File: config.mk
export PLATFORM = sky130hd
export DESIGN_NAME = wfpt_front
export DESIGN_NICKNAME = d
export VERILOG_FILES = /design/src/hw/rtl/wfpt_pkg.sv /design/src/hw/rtl/wfpt_front.sv
export SDC_FILE = /design/constraint.sdc
export NUM_CORES = 1
export LEC_CHECK = 0
export BUFFER_PORTS_ARGS = -buffer_cell sky130_fd_sc_hd__buf_2
export CAP_MARGIN = 0
export CORE_ASPECT_RATIO = 0.75
export CORE_UTILIZATION = 46
export DETAILED_ROUTE_END_ITERATION = 6
export PLACE_DENSITY_LB_ADDON = 0.1
export SKIP_LAST_GASP = 1
export SYNTH_ARGS = -nofsm -noshare
export SYNTH_HDL_FRONTEND = slang
export SYNTH_SLANG_ARGS = --single-unit
File: constraint.sdc
create_clock -name clk -period 12.9 [get_ports clk]
set_input_delay 1.29 -clock clk [delete_from_list [all_inputs] [get_ports clk]]
set_output_delay 1.29 -clock clk [all_outputs]
set_load 0.02 [all_outputs]
File: src/hw/rtl/wfpt_pkg.sv
// Package: constants, payload structs and command types of the worker frontier progress table
`timescale 1ns / 1ps
package wfpt_pkg;

    localparam int MAX_WORKERS = 16;
    localparam int MAX_STRATA  = 64;
    localparam int WORKER_W    = 4;
    localparam int STRATUM_W   = 6;
    localparam int WCOUNT_W    = 5;
    localparam int SCOUNT_W    = 7;
    localparam int ADDR_W      = STRATUM_W + WORKER_W;
    localparam int SLOT_TOTAL  = MAX_WORKERS * MAX_STRATA;
    localparam int DATA_W      = 32;
    localparam int SLOT_W      = 2 * DATA_W;
    localparam int PADDR_W     = 3;

    localparam logic [DATA_W-1:0] SENTINEL = '1;

    localparam logic [1:0] OP_RECORD = 2'd0;
    localparam logic [1:0] OP_QUERY  = 2'd1;
    localparam logic [1:0] OP_RESET  = 2'd2;

    localparam logic REG_WORKER_COUNT  = 1'b0;
    localparam logic REG_STRATUM_COUNT = 1'b1;

    localparam logic [WCOUNT_W-1:0] WORKER_COUNT_RST  = 5'd16;
    localparam logic [SCOUNT_W-1:0] STRATUM_COUNT_RST = 7'd64;

    localparam logic [1:0] KIND_RECORD     = 2'd0;
    localparam logic [1:0] KIND_QUERY      = 2'd1;
    localparam logic [1:0] KIND_RESET      = 2'd2;
    localparam logic [1:0] KIND_QUERY_NONE = 2'd3;

    typedef struct packed {
        logic [1:0]           operation;
        logic [WORKER_W-1:0]  worker;
        logic [STRATUM_W-1:0] stratum;
        logic [DATA_W-1:0]    epoch;
        logic [DATA_W-1:0]    iteration_value;
    } req_word_t;

    typedef struct packed {
        logic [DATA_W-1:0] min_iteration;
        logic              all_converged;
    } rsp_word_t;

    typedef struct packed {
        logic [1:0]           kind;
        logic [WORKER_W-1:0]  worker;
        logic [STRATUM_W-1:0] stratum;
        logic [DATA_W-1:0]    epoch;
        logic [DATA_W-1:0]    iteration;
        logic [WCOUNT_W-1:0]  count;
    } cmd_t;

endpackage

File: src/hw/rtl/wfpt_front.sv
// Front end: accept request words, classify them and queue commands for the back end
`timescale 1ns / 1ps
module wfpt_front (
    input  logic                          clk,
    input  logic                          rst_n,
    input  logic                          req_valid,
    output logic                          req_ready,
    input  wfpt_pkg::req_word_t           req,
    input  logic [wfpt_pkg::WCOUNT_W-1:0] worker_count,
    input  logic [wfpt_pkg::SCOUNT_W-1:0] stratum_count,
    input  logic                          clearing,
    output logic                          cmd_valid,
    input  logic                          cmd_ready,
    output wfpt_pkg::cmd_t                cmd
);
    import wfpt_pkg::*;

    logic [WCOUNT_W-1:0] nw;
    logic [SCOUNT_W-1:0] ns;
    logic                s_ok;
    logic                w_ok;
    logic                keep;
    cmd_t                cls;

    cmd_t       q_reg [2];
    logic       wr_ptr_reg, wr_ptr_next;
    logic       rd_ptr_reg, rd_ptr_next;
    logic [1:0] cnt_reg, cnt_next;
    logic       push;
    logic       pop;

    always_comb
    begin
        nw = (worker_count > WCOUNT_W'(MAX_WORKERS)) ? WCOUNT_W'(MAX_WORKERS) : worker_count;
        ns = (stratum_count > SCOUNT_W'(MAX_STRATA)) ? SCOUNT_W'(MAX_STRATA) : stratum_count;
        s_ok = {1'b0, req.stratum} < ns;
        w_ok = {1'b0, req.worker} < nw;
        cls.worker    = req.worker;
        cls.stratum   = req.stratum;
        cls.epoch     = req.epoch;
        cls.iteration = req.iteration_value;
        cls.count     = nw;
        cls.kind      = KIND_RECORD;
        keep          = 1'b0;
        case (req.operation)
            OP_RECORD:
            begin
                cls.kind = KIND_RECORD;
                keep     = s_ok && w_ok;
            end
            OP_RESET:
            begin
                cls.kind = KIND_RESET;
                keep     = s_ok && (nw != '0);
            end
            OP_QUERY:
            begin
                cls.kind = (s_ok && (nw != '0)) ? KIND_QUERY : KIND_QUERY_NONE;
                keep     = 1'b1;
            end
            default:
            begin
                keep = 1'b0;
            end
        endcase
    end

    assign req_ready = (cnt_reg != 2'd2) && !clearing;
    assign push      = req_valid && req_ready && keep;
    assign cmd_valid = (cnt_reg != 2'd0);
    assign pop       = cmd_valid && cmd_ready;
    assign cmd       = q_reg[rd_ptr_reg];

    always_comb
    begin
        wr_ptr_next = push ? !wr_ptr_reg : wr_ptr_reg;
        rd_ptr_next = pop ? !rd_ptr_reg : rd_ptr_reg;
        cnt_next    = cnt_reg + {1'b0, push} - {1'b0, pop};
    end

    always_ff @(posedge clk or negedge rst_n)
    begin
        if (!rst_n)
        begin
            wr_ptr_reg <= 1'b0;
            rd_ptr_reg <= 1'b0;
            cnt_reg    <= 2'd0;
        end
        else
        begin
            wr_ptr_reg <= wr_ptr_next;
            rd_ptr_reg <= rd_ptr_next;
            cnt_reg    <= cnt_next;
        end
    end

    always_ff @(posedge clk)
    begin
        if (push)
        begin
            q_reg[wr_ptr_reg] <= cls;
        end
    end

endmodule

==> metrics.md <==
| Metric | Value |
|---|---|
| Number of antenna violations at the first check in global routing | 0 |
| Cell leakage power | between 3 and 4 nW |
| Worst-Skew Late Latency | between 0.4 and 0.5 ns |
| Area Overhead vs Synth | 25.60% |
| Tcrit/Tclk final | 28.93% |
| Setup-failing EPs final | 0 |
| Clock Path Buffers | 2 |
| # DRC | 11 |
| Root Buffer Master | clkbuf_16 |
| Nets | a little over 600 |
| Commonest non-fill, non-tap cell in the layout | buf_2 |
| Post-detail-place hpwl | about 7500 um |
| Hold path depth | 1 |
| Worst VDD drop | about 0.11 mV |
| Worst path max stage delay | roughly 0.6 ns |
| Clock Sinks | ~170 |
| Mapped Nets | 435 |
| Worst-path clk slew | approximately 0.050 ns |
| Setup Buffers After CTS | 0 |
| Hold WS | 0.5361 ns |
| Max-slew violation count | 0 |
| DR iter-0 viols | about 180 |
| Post-synthesis register bit count | around 170 |
| Post-synthesis sequential area ratio | 76.78% |
| Failing checks | design-rule violations |
| Pwr dens | about 190 mW/mm^2 |
| Flop-to-flop setup slack | roughly 10 ns |
| Starting density of the core | between 40 and 50% |
| Total wire length | 11520 um |
| Syn Std Cell Area | about 0.0065 mm^2 |
| Core area | about 0.014 mm^2 |
| Die Area | between 0.01 and 0.015 mm^2 |
| Vias in the first global route | ~3500 |
| Mean Syn Cell Area | between 15 and 20 um^2 |
| CP Class | input pin to flop |
| Worst relative slew slack | around 25% |
| Req. time, crit path | around 13 ns |
| TritonCTS buffer count | 17 |
| Worst R2R End | q_reg[0][61]$_DFFE_PP_ |
| Die W | 138.9 um |
| GP Congestion | 0.8119 |
| Skew final | roughly 0.0094 ns |
| Hold path endpoint | cnt_reg[1]$_DFF_PN0_ |
| Crit path max fanout | 44 |
| DRT Pass-1 Iters | 7 |
| Max-cap violations | 0 |
| Final setup TNS | 0 ns |
| Vias | 3422 |
| Final worst path period need | approximately 3.7 ns |
| Hold buffers post-CTS | 0 |
| Synth warnings | 0 |
| WL per Instance | roughly 16 um |
| First-pass GRT wire length | approximately 18000 um |
| R2R depth | 5 |
| TritonCTS clock tree | built |
| CTS resizes | 0 |
| Tot Pwr | about 1.5 mW |
| Total GRT Usage | 16.63% |
| Max reg flops | 162 |
| Layout cell share with drive strength beyond 1 | between 50% and 60% |
| CP endpoint kind | flop |
| Synth Instances | roughly 330 |
| Final Hold Viols | 0 |
| Commonest non-fill, non-tap cells in the layout | 175 x buf_2, 162 x edfxtp_1, 81 x mux2_2 |
| F_max | between 200 and 300 MHz |
| Ant diodes | 0 |
| # H-tree levels | 4 |
| FF-to-FF Start | cnt_reg[1]$_DFF_PN0_ |
| Via density | between 4 and 5 |
| Unrepaired setup endpoints after global routing | no |
| Largest net degree at the start of global routing | slightly above 80 |
| Antenna Nets Post-Route | 0 |
| # IOs | approximately 180 |
| Min-delay src | cnt_reg[1]$_DFF_PN0_ |
| CP startpoint kind | input pin |
| Status | finished with violations |
| Hold crit path type | flop to flop |
| Grt ovf | 0 |
| Least-Margin Pin Slew | around 1.1 ns |
| Die height | ~100 um |
| Row Count | 37 |
| Crit path cell chain | buf_2 > nand2b_1 > ha_1 > and4b_1 > a21oi_2 > a21oi_2 > nor3b_4 > buf_4 > buf_4 |
| Worst EP arrival | about 3.8 ns |
| Port bufs | 175 |
| Crit path max-delay cell type | buf_4 |
| Number of distinct library cells after synthesis | 33 |
-- synth_stat cells --
| cell | count | area [um^2] |
|---|---|---|
| nor2b_1 | 2 | 12.51 |
| and2b_1 | 1 | 7.510 |
| nor2_1 | 5 | 18.77 |
| and3b_1 | 1 | 8.760 |
| a41oi_2 | 1 | 16.27 |
| dfrtp_1 | 4 | 100.1 |
| clkbuf_1 | 1 | 3.750 |
| nor3_1 | 1 | 5.000 |
| ha_1 | 14 | 175.2 |
| nand2b_1 | 9 | 56.30 |
| o21ai_0 | 3 | 15.01 |
| o21a_1 | 1 | 7.510 |
| and2_1 | 1 | 6.260 |
| and4_1 | 1 | 8.760 |
| or2_2 | 1 | 6.260 |
| mux2_2 | 81 | 912.1 |
| edfxtp_1 | 162 | 4865 |
| inv_1 | 8 | 30.03 |
| xor2_1 | 1 | 8.760 |
| and4b_1 | 1 | 10.01 |
| a21oi_1 | 4 | 20.02 |
| a21oi_2 | 2 | 17.52 |
| o211ai_1 | 1 | 7.510 |
| o311ai_1 | 1 | 8.760 |
| nor4b_2 | 1 | 15.01 |
| buf_2 | 9 | 45.04 |
| nor3b_2 | 1 | 12.51 |
| nand3_1 | 2 | 10.01 |
| a21bo_2 | 1 | 10.01 |
| a21boi_1 | 1 | 7.510 |
| mux2i_1 | 1 | 10.01 |
| xnor2_1 | 2 | 17.52 |
| nand2_1 | 3 | 11.26 |
-- kinds of logic after synthesis --
logic type	after synthesis	synth area share, %
buffers and inverters	18	1.219
AOI/OAI and AO/OA	15	1.703
xor gates and xnor gates	3	0.4064
and+or+nand+nor	30	2.922
muxes	82	14.26
adders and majority gates	14	2.709
DFF	166	76.78
-- worst max-delay path: cells and delay by family --
family / cells / cell delay (ns)
buffers and inverters: 3 / 1.20
adders and majority gates: 1 / 0.29
and+or+nand+nor: 3 / 0.56
AOI/OAI and AO/OA: 2 / 0.40
-- report_power, final --
| group | internal [mW] | switching [mW] |
|---|---|---|
| Clock | 0.301 | 0.187 |
| Sequential | 0.620 | 0.0583 |
| Combinational | 0.170 | 0.183 |
| Total | 1.09 | 0.428 |
-- worst max path at each step --
stage,slack [ns],cells past startpoint,from,endpoint
after CTS,9.15,10,stratum_count[6],q_reg[0][61]$_DFFE_PP_
after global placement,8.74,10,stratum_count[6],q_reg[0][64]$_DFFE_PP_
after global routing,8.95,10,stratum_count[6],q_reg[0][61]$_DFFE_PP_
after floorplan,6.76,7,stratum_count[6],q_reg[1][0]$_DFFE_PP_
final,9.17,9,stratum_count[6],q_reg[0][61]$_DFFE_PP_
after detailed placement,8.71,10,stratum_count[6],q_reg[0][64]$_DFFE_PP_
-- stage by stage --
stage	utilization, %	instances	worst slack, ns	cell area, um^2
floorplan	-	328	6.760	6466
global placement	55.11	671	8.741	7552
detailed placement	55.11	671	8.706	7552
CTS	59.27	702	9.154	8122
global route	59.27	702	8.952	8122
finish	59.27	702	9.168	8122
-- area by class of cell --
| cell class | count | area [um^2] |
|---|---|---|
| Sequential cell | 166 | 4969 |
| Timing Repair Buffer | 178 | 898.4 |
| Tap cell | 175 | 219.0 |
| Inverter | 8 | 30.03 |
| Fill cell | 1086 | 5582 |
| Clock inverter | 11 | 132.6 |
| Clock buffer | 20 | 436.7 |
| Multi-Input combinational cell | 144 | 1436 |
-- layer usage --
metal / share of wire [%] / GRT usage (%) / vias up
met5: 0 / 0 / -
met4: 1.3 / 6.667 / 0
met3: 6.5 / 5.820 / 12
met2: 48 / 26.15 / 110
met1: 45 / 21.14 / 1656
li1: - / - / 1644
(Power assumes the default switching activity.)
